## config.mk

```make
export PLATFORM = sky130hd
export DESIGN_NAME = key_event_to_char_decoder
export DESIGN_NICKNAME = d
export VERILOG_FILES = /design/src/hdl/kecd_pkg.sv /design/src/hdl/key_event_to_char_decoder.sv
export SDC_FILE = /design/constraint.sdc
export NUM_CORES = 1
export LEC_CHECK = 0
export CAP_MARGIN = 20
export CORE_UTILIZATION = 38
export CTS_CLUSTER_SIZE = 25
export DETAILED_ROUTE_END_ITERATION = 12
export DONT_BUFFER_PORTS = 1
export PLACE_DENSITY = 0.6
export SLEW_MARGIN = 20
export SYNTH_ARGS = -nofsm -noshare
export SYNTH_HDL_FRONTEND = slang
export SYNTH_SLANG_ARGS = --single-unit
```

## constraint.sdc

```tcl
create_clock -name clk -period 13.3 [get_ports clk]
set_input_delay 2.66 -clock clk [delete_from_list [all_inputs] [get_ports clk]]
set_output_delay 2.66 -clock clk [all_outputs]
set_load 0.02 [all_outputs]
```

## src/hdl/kecd_pkg.sv

```systemverilog
`timescale 1ns / 1ps
// ----------------------------------------------------------------------------
// kecd_pkg: shared types and constants for the key event decoder
// Key kind codes, the keymap rows and the key number to grid position decode.
// ----------------------------------------------------------------------------
package kecd_pkg;

  localparam int unsigned GRID_COLS = 14;

  // Key kind codes carried on the result channel.
  localparam logic [3:0] KIND_TEXT  = 4'd0;
  localparam logic [3:0] KIND_TAB   = 4'd1;
  localparam logic [3:0] KIND_ENTER = 4'd2;
  localparam logic [3:0] KIND_DEL   = 4'd3;
  localparam logic [3:0] KIND_SPACE = 4'd4;
  localparam logic [3:0] KIND_SHIFT = 4'd5;
  localparam logic [3:0] KIND_CAPS  = 4'd6;
  localparam logic [3:0] KIND_CTRL  = 4'd7;
  localparam logic [3:0] KIND_OPT   = 4'd8;
  localparam logic [3:0] KIND_ALT   = 4'd9;

  // Modifier word bit positions.
  localparam int unsigned MOD_SHIFT = 0;
  localparam int unsigned MOD_CTRL  = 1;
  localparam int unsigned MOD_ALT   = 2;
  localparam int unsigned MOD_FN    = 3;

  localparam logic [7:0] EVT_PRESS = 8'h80;

  // Keymap rows; the leftmost character is column 0.
  localparam logic [GRID_COLS*8-1:0] PLAIN_ROW0 = {8'h60, "1234567890-= "};
  localparam logic [GRID_COLS*8-1:0] PLAIN_ROW1 = " qwertyuiop[]\\";
  localparam logic [GRID_COLS*8-1:0] PLAIN_ROW2 = "  asdfghjkl;' ";
  localparam logic [GRID_COLS*8-1:0] PLAIN_ROW3 = "   zxcvbnm,./ ";
  localparam logic [GRID_COLS*8-1:0] SHIFT_ROW0 = "~!@#$%^&*()_+ ";
  localparam logic [GRID_COLS*8-1:0] SHIFT_ROW1 = " QWERTYUIOP{}|";
  localparam logic [GRID_COLS*8-1:0] SHIFT_ROW2 = "  ASDFGHJKL:\" ";
  localparam logic [GRID_COLS*8-1:0] SHIFT_ROW3 = "   ZXCVBNM<>? ";

  typedef struct packed {
    logic       on_grid;
    logic [1:0] row;
    logic [3:0] col;
  } grid_pos_t;

  // Map a zero-based key index onto the 4 x 14 grid. The tens digit comes
  // from a compare ladder, so no divider is needed.
  function automatic grid_pos_t key_position(input logic [6:0] idx);
    grid_pos_t  pos;
    logic [2:0] tens;
    logic [6:0] rem_w;
    logic [3:0] rem;
    tens = (idx >= 7'd70) ? 3'd7 :
           (idx >= 7'd60) ? 3'd6 :
           (idx >= 7'd50) ? 3'd5 :
           (idx >= 7'd40) ? 3'd4 :
           (idx >= 7'd30) ? 3'd3 :
           (idx >= 7'd20) ? 3'd2 :
           (idx >= 7'd10) ? 3'd1 : 3'd0;
    rem_w       = idx - 7'({4'd0, tens} * 7'd10);
    rem         = rem_w[3:0];
    pos.on_grid = (tens != 3'd7);
    pos.row     = rem[1:0];
    pos.col     = {tens, 1'b0} + {3'd0, (rem > 4'd3)};
    return pos;
  endfunction

  function automatic logic [3:0] key_kind_of(input logic [1:0] row, input logic [3:0] col);
    logic [3:0] kind;
    kind = KIND_TEXT;
    case (row)
      2'd0: begin
        if (col == 4'd13) kind = KIND_DEL;
      end
      2'd1: begin
        if (col == 4'd0) kind = KIND_TAB;
      end
      2'd2: begin
        if (col == 4'd0) kind = KIND_SHIFT;
        else if (col == 4'd1) kind = KIND_CAPS;
        else if (col == 4'd13) kind = KIND_ENTER;
      end
      2'd3: begin
        if (col == 4'd0) kind = KIND_CTRL;
        else if (col == 4'd1) kind = KIND_OPT;
        else if (col == 4'd2) kind = KIND_ALT;
        else if (col == 4'd13) kind = KIND_SPACE;
      end
      default: kind = KIND_TEXT;
    endcase
    return kind;
  endfunction

  function automatic logic [6:0] keymap_char(input logic shifted, input logic [1:0] row,
                                             input logic [3:0] col);
    logic [GRID_COLS*8-1:0] line;
    logic [3:0]             slot;
    case ({shifted, row})
      3'b000:  line = PLAIN_ROW0;
      3'b001:  line = PLAIN_ROW1;
      3'b010:  line = PLAIN_ROW2;
      3'b011:  line = PLAIN_ROW3;
      3'b100:  line = SHIFT_ROW0;
      3'b101:  line = SHIFT_ROW1;
      3'b110:  line = SHIFT_ROW2;
      default: line = SHIFT_ROW3;
    endcase
    slot = 4'(GRID_COLS - 1) - col;
    return line[{slot, 3'b000} +: 7];
  endfunction

endpackage

```

## src/hdl/key_event_to_char_decoder.sv

```systemverilog
`timescale 1ns / 1ps
// ----------------------------------------------------------------------------
// key_event_to_char_decoder: key controller event to character decoder
// Decodes raw key events into key kind, modifier levels and ASCII text.
// ----------------------------------------------------------------------------
// Path: an accepted press event lands in the input register, then in the result
// register, from which it shows on the result port.
// Throughput: one event per cycle unless the result port stalls; the input register drains whenever the
// result register is free or the event produces no result.
// Reset: synchronous, active low; it empties both registers and clears the
// shift, ctrl, alt and opt levels and the caps lock toggle.
module key_event_to_char_decoder (
  input  logic       clk,
  input  logic       rst_n,
  input  logic       in_valid,
  output logic       in_ready,
  input  logic [7:0] in_event_byte,
  output logic       out_valid,
  input  logic       out_ready,
  output logic [3:0] out_key_kind,
  output logic [3:0] out_modifier_bits,
  output logic [6:0] out_char_code
);

  // Input register holding one accepted beat.
  logic       evt_valid_r;
  logic [7:0] evt_r;

  // Modifier state.
  logic shift_r, ctrl_r, alt_r, opt_r, caps_r;
  logic shift_nxt, ctrl_nxt, alt_nxt, opt_nxt, caps_nxt;

  // Result register.
  logic       res_valid_r;
  logic [3:0] res_kind_r, res_kind_nxt;
  logic [3:0] res_mod_r, res_mod_nxt;
  logic [6:0] res_char_r, res_char_nxt;

  kecd_pkg::grid_pos_t pos;
  logic [6:0] key_idx;
  logic [3:0] kind;
  logic       pressed;
  logic       live;      // Nonzero key number that lands on the grid.
  logic       emits;     // Event produces a result beat.
  logic       res_free;  // Result register can take a new beat this cycle.
  logic       evt_go;    // Input register hands its event on this cycle.
  logic [6:0] plain_ch;
  logic       upper;

  // Decode of the event in the input register.
  always_comb begin
    pressed = evt_r[7];
    key_idx = evt_r[6:0] - 7'd1;
    pos     = kecd_pkg::key_position(key_idx);
    live    = (evt_r[6:0] != 7'd0) && pos.on_grid;
    kind    = kecd_pkg::key_kind_of(pos.row, pos.col);
    emits   = live && pressed;
  end

  assign res_free = !res_valid_r || out_ready;
  assign evt_go   = evt_valid_r && (!emits || res_free);
  assign in_ready = !evt_valid_r || evt_go;

  // Modifier levels follow press and release; caps lock toggles on a press.
  always_comb begin
    shift_nxt = shift_r;
    ctrl_nxt  = ctrl_r;
    alt_nxt   = alt_r;
    opt_nxt   = opt_r;
    caps_nxt  = caps_r;
    if (live) begin
      if (kind == kecd_pkg::KIND_SHIFT) shift_nxt = pressed;
      if (kind == kecd_pkg::KIND_CTRL)  ctrl_nxt  = pressed;
      if (kind == kecd_pkg::KIND_ALT)   alt_nxt   = pressed;
      if (kind == kecd_pkg::KIND_OPT)   opt_nxt   = pressed;
      if (kind == kecd_pkg::KIND_CAPS && pressed) caps_nxt = !caps_r;
    end
  end

  // Result fields. The modifier word reflects the state after this event.
  // Letters pick the shifted keymap row with shift xor caps lock, other text keys
  // with shift alone.
  always_comb begin
    plain_ch     = kecd_pkg::keymap_char(1'b0, pos.row, pos.col);
    upper        = (plain_ch inside {[7'h61:7'h7A]}) ? (shift_nxt ^ caps_nxt) : shift_nxt;
    res_kind_nxt = kind;
    res_mod_nxt  = '0;
    res_mod_nxt[kecd_pkg::MOD_SHIFT] = shift_nxt;
    res_mod_nxt[kecd_pkg::MOD_CTRL]  = ctrl_nxt;
    res_mod_nxt[kecd_pkg::MOD_ALT]   = alt_nxt;
    res_mod_nxt[kecd_pkg::MOD_FN]    = opt_nxt;
    res_char_nxt = '0;
    if (kind == kecd_pkg::KIND_TEXT) begin
      res_char_nxt = upper ? kecd_pkg::keymap_char(1'b1, pos.row, pos.col) : plain_ch;
    end
  end

  always_ff @(posedge clk) begin
    if (!rst_n) begin
      evt_valid_r <= 1'b0;
    end else if (in_ready) begin
      evt_valid_r <= in_valid;
    end
  end

  always_ff @(posedge clk) begin
    if (in_valid && in_ready) begin
      evt_r <= in_event_byte;
    end
  end

  always_ff @(posedge clk) begin
    if (!rst_n) begin
      shift_r <= 1'b0;
      ctrl_r  <= 1'b0;
      alt_r   <= 1'b0;
      opt_r   <= 1'b0;
      caps_r  <= 1'b0;
    end else if (evt_go) begin
      shift_r <= shift_nxt;
      ctrl_r  <= ctrl_nxt;
      alt_r   <= alt_nxt;
      opt_r   <= opt_nxt;
      caps_r  <= caps_nxt;
    end
  end

  always_ff @(posedge clk) begin
    if (!rst_n) begin
      res_valid_r <= 1'b0;
    end else if (res_free) begin
      res_valid_r <= evt_go && emits;
    end
  end

  always_ff @(posedge clk) begin
    if (evt_go && emits) begin
      res_kind_r <= res_kind_nxt;
      res_mod_r  <= res_mod_nxt;
      res_char_r <= res_char_nxt;
    end
  end

  assign out_valid         = res_valid_r;
  assign out_key_kind      = res_kind_r;
  assign out_modifier_bits = res_mod_r;
  assign out_char_code     = res_char_r;

endmodule

```

==> results.sh <==
export IMPL_ant_nets=0
export IMPL_multi_input_area_um2=2340
export IMPL_path_depth=22
export IMPL_dieWidth_um=95.9
export IMPL_fp_coreArea_um2=8380
export IMPL_clk_pin_slew_ps=70
export IMPL_synth_top_cell_area_share_pct=20.6
export IMPL_rr_worst_depth=22
export IMPL_nNetsFinal=423
export IMPL_syn2layout_area_growth_pct=4.10
export IMPL_die_area_um2=9200
export IMPL_leakage_nw=1.21
export IMPL_track_usage_pct=22.1
export IMPL_cts_sinks=30
export IMPL_maxCapViolCount=0
export IMPL_netlist_instances=414
export IMPL_worst_setup_path_end_kind="flop"
export IMPL_drive_above_1_share_pct=13.6
export IMPL_critPathTopFamily="compound AO/OA/AOI/OAI gates"
export IMPL_async_flop_share_pct=0
export IMPL_synth_area_leaders="edfxtp_1, ha_1, o21ai_0"
export IMPL_endpoint="out_char_code[2]"
export IMPL_ctsHoldBuffers=0
export IMPL_setup_viol=0
export IMPL_worst_pin_slew_ps=1010
export IMPL_yosysSeqAreaShare_pct=24.8
export IMPL_crit_path_frequent_cell="inv_1"
export IMPL_routed_wl_mm=9.57
export IMPL_setup_tns_final_ps=0
export IMPL_gp_congestion=0.915
export IMPL_dpl_hpwl_mm=6.88
export IMPL_worstHoldPathType="flop to flop"
export IMPL_grt_pass1_vias=3089
export IMPL_critPathSlowestCell="fa_1"
export IMPL_start_kind="flop"
export IMPL_grt_pass1_wl_mm=15.8
export IMPL_yosys_warnings=0
export IMPL_path_buf_inv=4
export IMPL_r2r_slack_ps=6350
export IMPL_grtUsageMet3_pct=4.27
export IMPL_yosys_area_top_type="edfxtp_1"
export IMPL_cts_made_buffers=5
export IMPL_report_final_slew_viol_count=0
export IMPL_gr_usage_met2_pct=32.3
export IMPL_grt_setup_unrepaired="no"
export IMPL_ys_seq_elements=30
export IMPL_slew_headroom_pct=32.1
export IMPL_cts_tree="done"
export IMPL_die_h_um=95.9
export IMPL_ys_dominant_reg_cell="edfxtp_1"
export IMPL_num_antenna_cells=0
export IMPL_dr_pass1_iters=6
export IMPL_io_buffers=0
export IMPL_layout_min_cycle_time_ps=6950
export IMPL_post_cts_buffers=0
export IMPL_grt_overflow_total=0
export IMPL_dp_cells=495
export IMPL_fin_crit_sh_pct=52.3
export IMPL_final_util_pct=41.6
export IMPL_mostFrequentLayoutCells="nor2_1, nand2_1, o21ai_0, a21oi_1, edfxtp_1"
export IMPL_grt_use_met1_pct=32.1
export IMPL_crit_type="flop to flop"
export IMPL_reg2reg_to="out_char_code[2]"
export IMPL_num_rows=33
export IMPL_peakVddDrop_v=0.0000909
export IMPL_r2r_start="evt_r[0]"
export IMPL_cts_resized_gates=0
export IMPL_crit_arrival_ps=6960
export IMPL_pre_cts_ws_ps=6520
export IMPL_drt_iter0_drc=300
export IMPL_seq_area_um2=831
export IMPL_layout_cells_non_filler=503
export IMPL_root_buffer="clkbuf_8"
export IMPL_outcome="finished clean"
export IMPL_ys_types=92
export IMPL_initial_core_util_pct=40.0
export IMPL_grt_max_degree=34
export IMPL_powerDensity_nw_per_um2=120
export IMPL_holdWs_ps=522
export IMPL_cpPeakStageDelay_ps=570
export IMPL_cp_required_ps=13310
export IMPL_vias=3294
export IMPL_crit_start="evt_r[0]"
export IMPL_syn_avg_cell_area_um2=8.10
export IMPL_avgRoutedWirePerCell_um=19.0
export IMPL_hold_viol_final=0
export IMPL_synth_nets=440
export IMPL_antenna_found_initial=0
export IMPL_n_fill_cell=860
export IMPL_cts_htree_levels=2
export IMPL_final_common_cell="nor2_1"
export IMPL_viasPerCell=6.55
export IMPL_io_pins=29
export IMPL_worst_path_max_fanout=25
export IMPL_skew_ps=8.28
export IMPL_synth_edf_count=23
export IMPL_syn_area_um2=3350
export IMPL_drc=0
export IMPL_setup_slack_ps=6350
export IMPL_crit_path_cell_trace="inv_1 > ha_1 > inv_1 > o31ai_1 > o21ai_0 > o21ai_2 > o221ai_2 > buf_4 > ha_1 > fa_1 > nor2b_1 > nand4_1 > nand2_1 > nand2_1 > a21oi_2 > nand3b_1 > nor3_2 > mux2i_2 > inv_1 > a21oi_2 > or3_4 > o2bb2ai_1"
export IMPL_top_usage_layer="met2"
export IMPL_clockBufferDepth=2
export IMPL_fmax_ghz=0.144
export IMPL_clock_latency_ps=280
-- where the power goes --
group	internal [W]	switching [W]	total, W
Clock	0.0000417	0.0000350	0.0000766
Sequential	0.000109	0.00000849	0.000117
Combinational	0.0000786	0.000148	0.000227
-- cells in the mapped netlist (6+ instances only) --
cell      instances
a211oi_1          8
a21oi_1          23
a31oi_1           8
clkbuf_1         20
dfxtp_1           7
edfxtp_1         23
ha_1             13
inv_1            16
nand2_1          32
nand3_1          13
nor2_1           37
nor2b_1           7
nor3_1           12
o211ai_1         10
o21ai_0          29
xnor2_1           6
-- how the worst min path moves through the flow --
stage,cells past startpoint,from,endpoint
2_1_floorplan,2,ctrl_r,ctrl_r
3_3_place_gp,2,alt_r,alt_r
3_5_place_dp,2,alt_r,alt_r
4_1_cts,2,alt_r,alt_r
5_1_grt,1,shift_r,shift_r
6_report,2,alt_r,alt_r
-- sequential cells by signal (all words and copies together) (netlist names) --
register	count
out_key_kind	4
evt_r	8
evt_valid_r	1
opt_r	1
out_char_code	7
out_modifier_bits	4
out_valid	1
alt_r	1
caps_r	1
ctrl_r	1
shift_r	1
-- metal layers --
| metal | share of wire [%] | up-vias |
|---|---|---|
| li1 | - | 1562 |
| met5 | 0 | - |
| met1 | 46 | 1527 |
| met4 | 2.7 | 0 |
| met3 | 8.1 | 29 |
| met2 | 43 | 176 |
-- worst reg2reg max path: cells and delay by family, from the launching register on --
kind / cells / cell delay [ps]
DFF: 1 / 550
muxes: 1 / 400
adders and majority gates: 3 / 1150
AOI/OAI and AO/OA: 7 / 1980
and+or+nand+nor: 7 / 1820
buffers and inverters: 4 / 770
-- metrics by stage --
step	cell area (um2)	power [W]
2_1_floorplan	3350	0.000289
3_3_place_gp	3390	0.000337
3_5_place_dp	3390	0.000338
4_1_cts	3480	0.000415
5_1_grt	3490	0.000450
6_report	3490	0.000420
-- layout make-up --
cell class	count	area share, %
Clock buffer	6	2.37
Inverter	18	1.94
Tap cell	105	3.76
Sequential cell	30	23.8
Multi-Input combinational cell	338	67.0
Timing Repair Buffer	4	0.860
Clock inverter	2	0.323
-- cell families after synthesis --
kind of cell | count (synthesis) | synth area share (%)
DFF | 30 | 24.8
xor gates and xnor gates | 9 | 2.35
buffers and inverters | 46 | 5.75
and+or+nand+nor | 156 | 26.3
adders and majority gates | 14 | 5.45
AOI/OAI and AO/OA | 150 | 32.5
muxes | 9 | 2.95
Note: power is estimated with default switching activity, not from simulation.
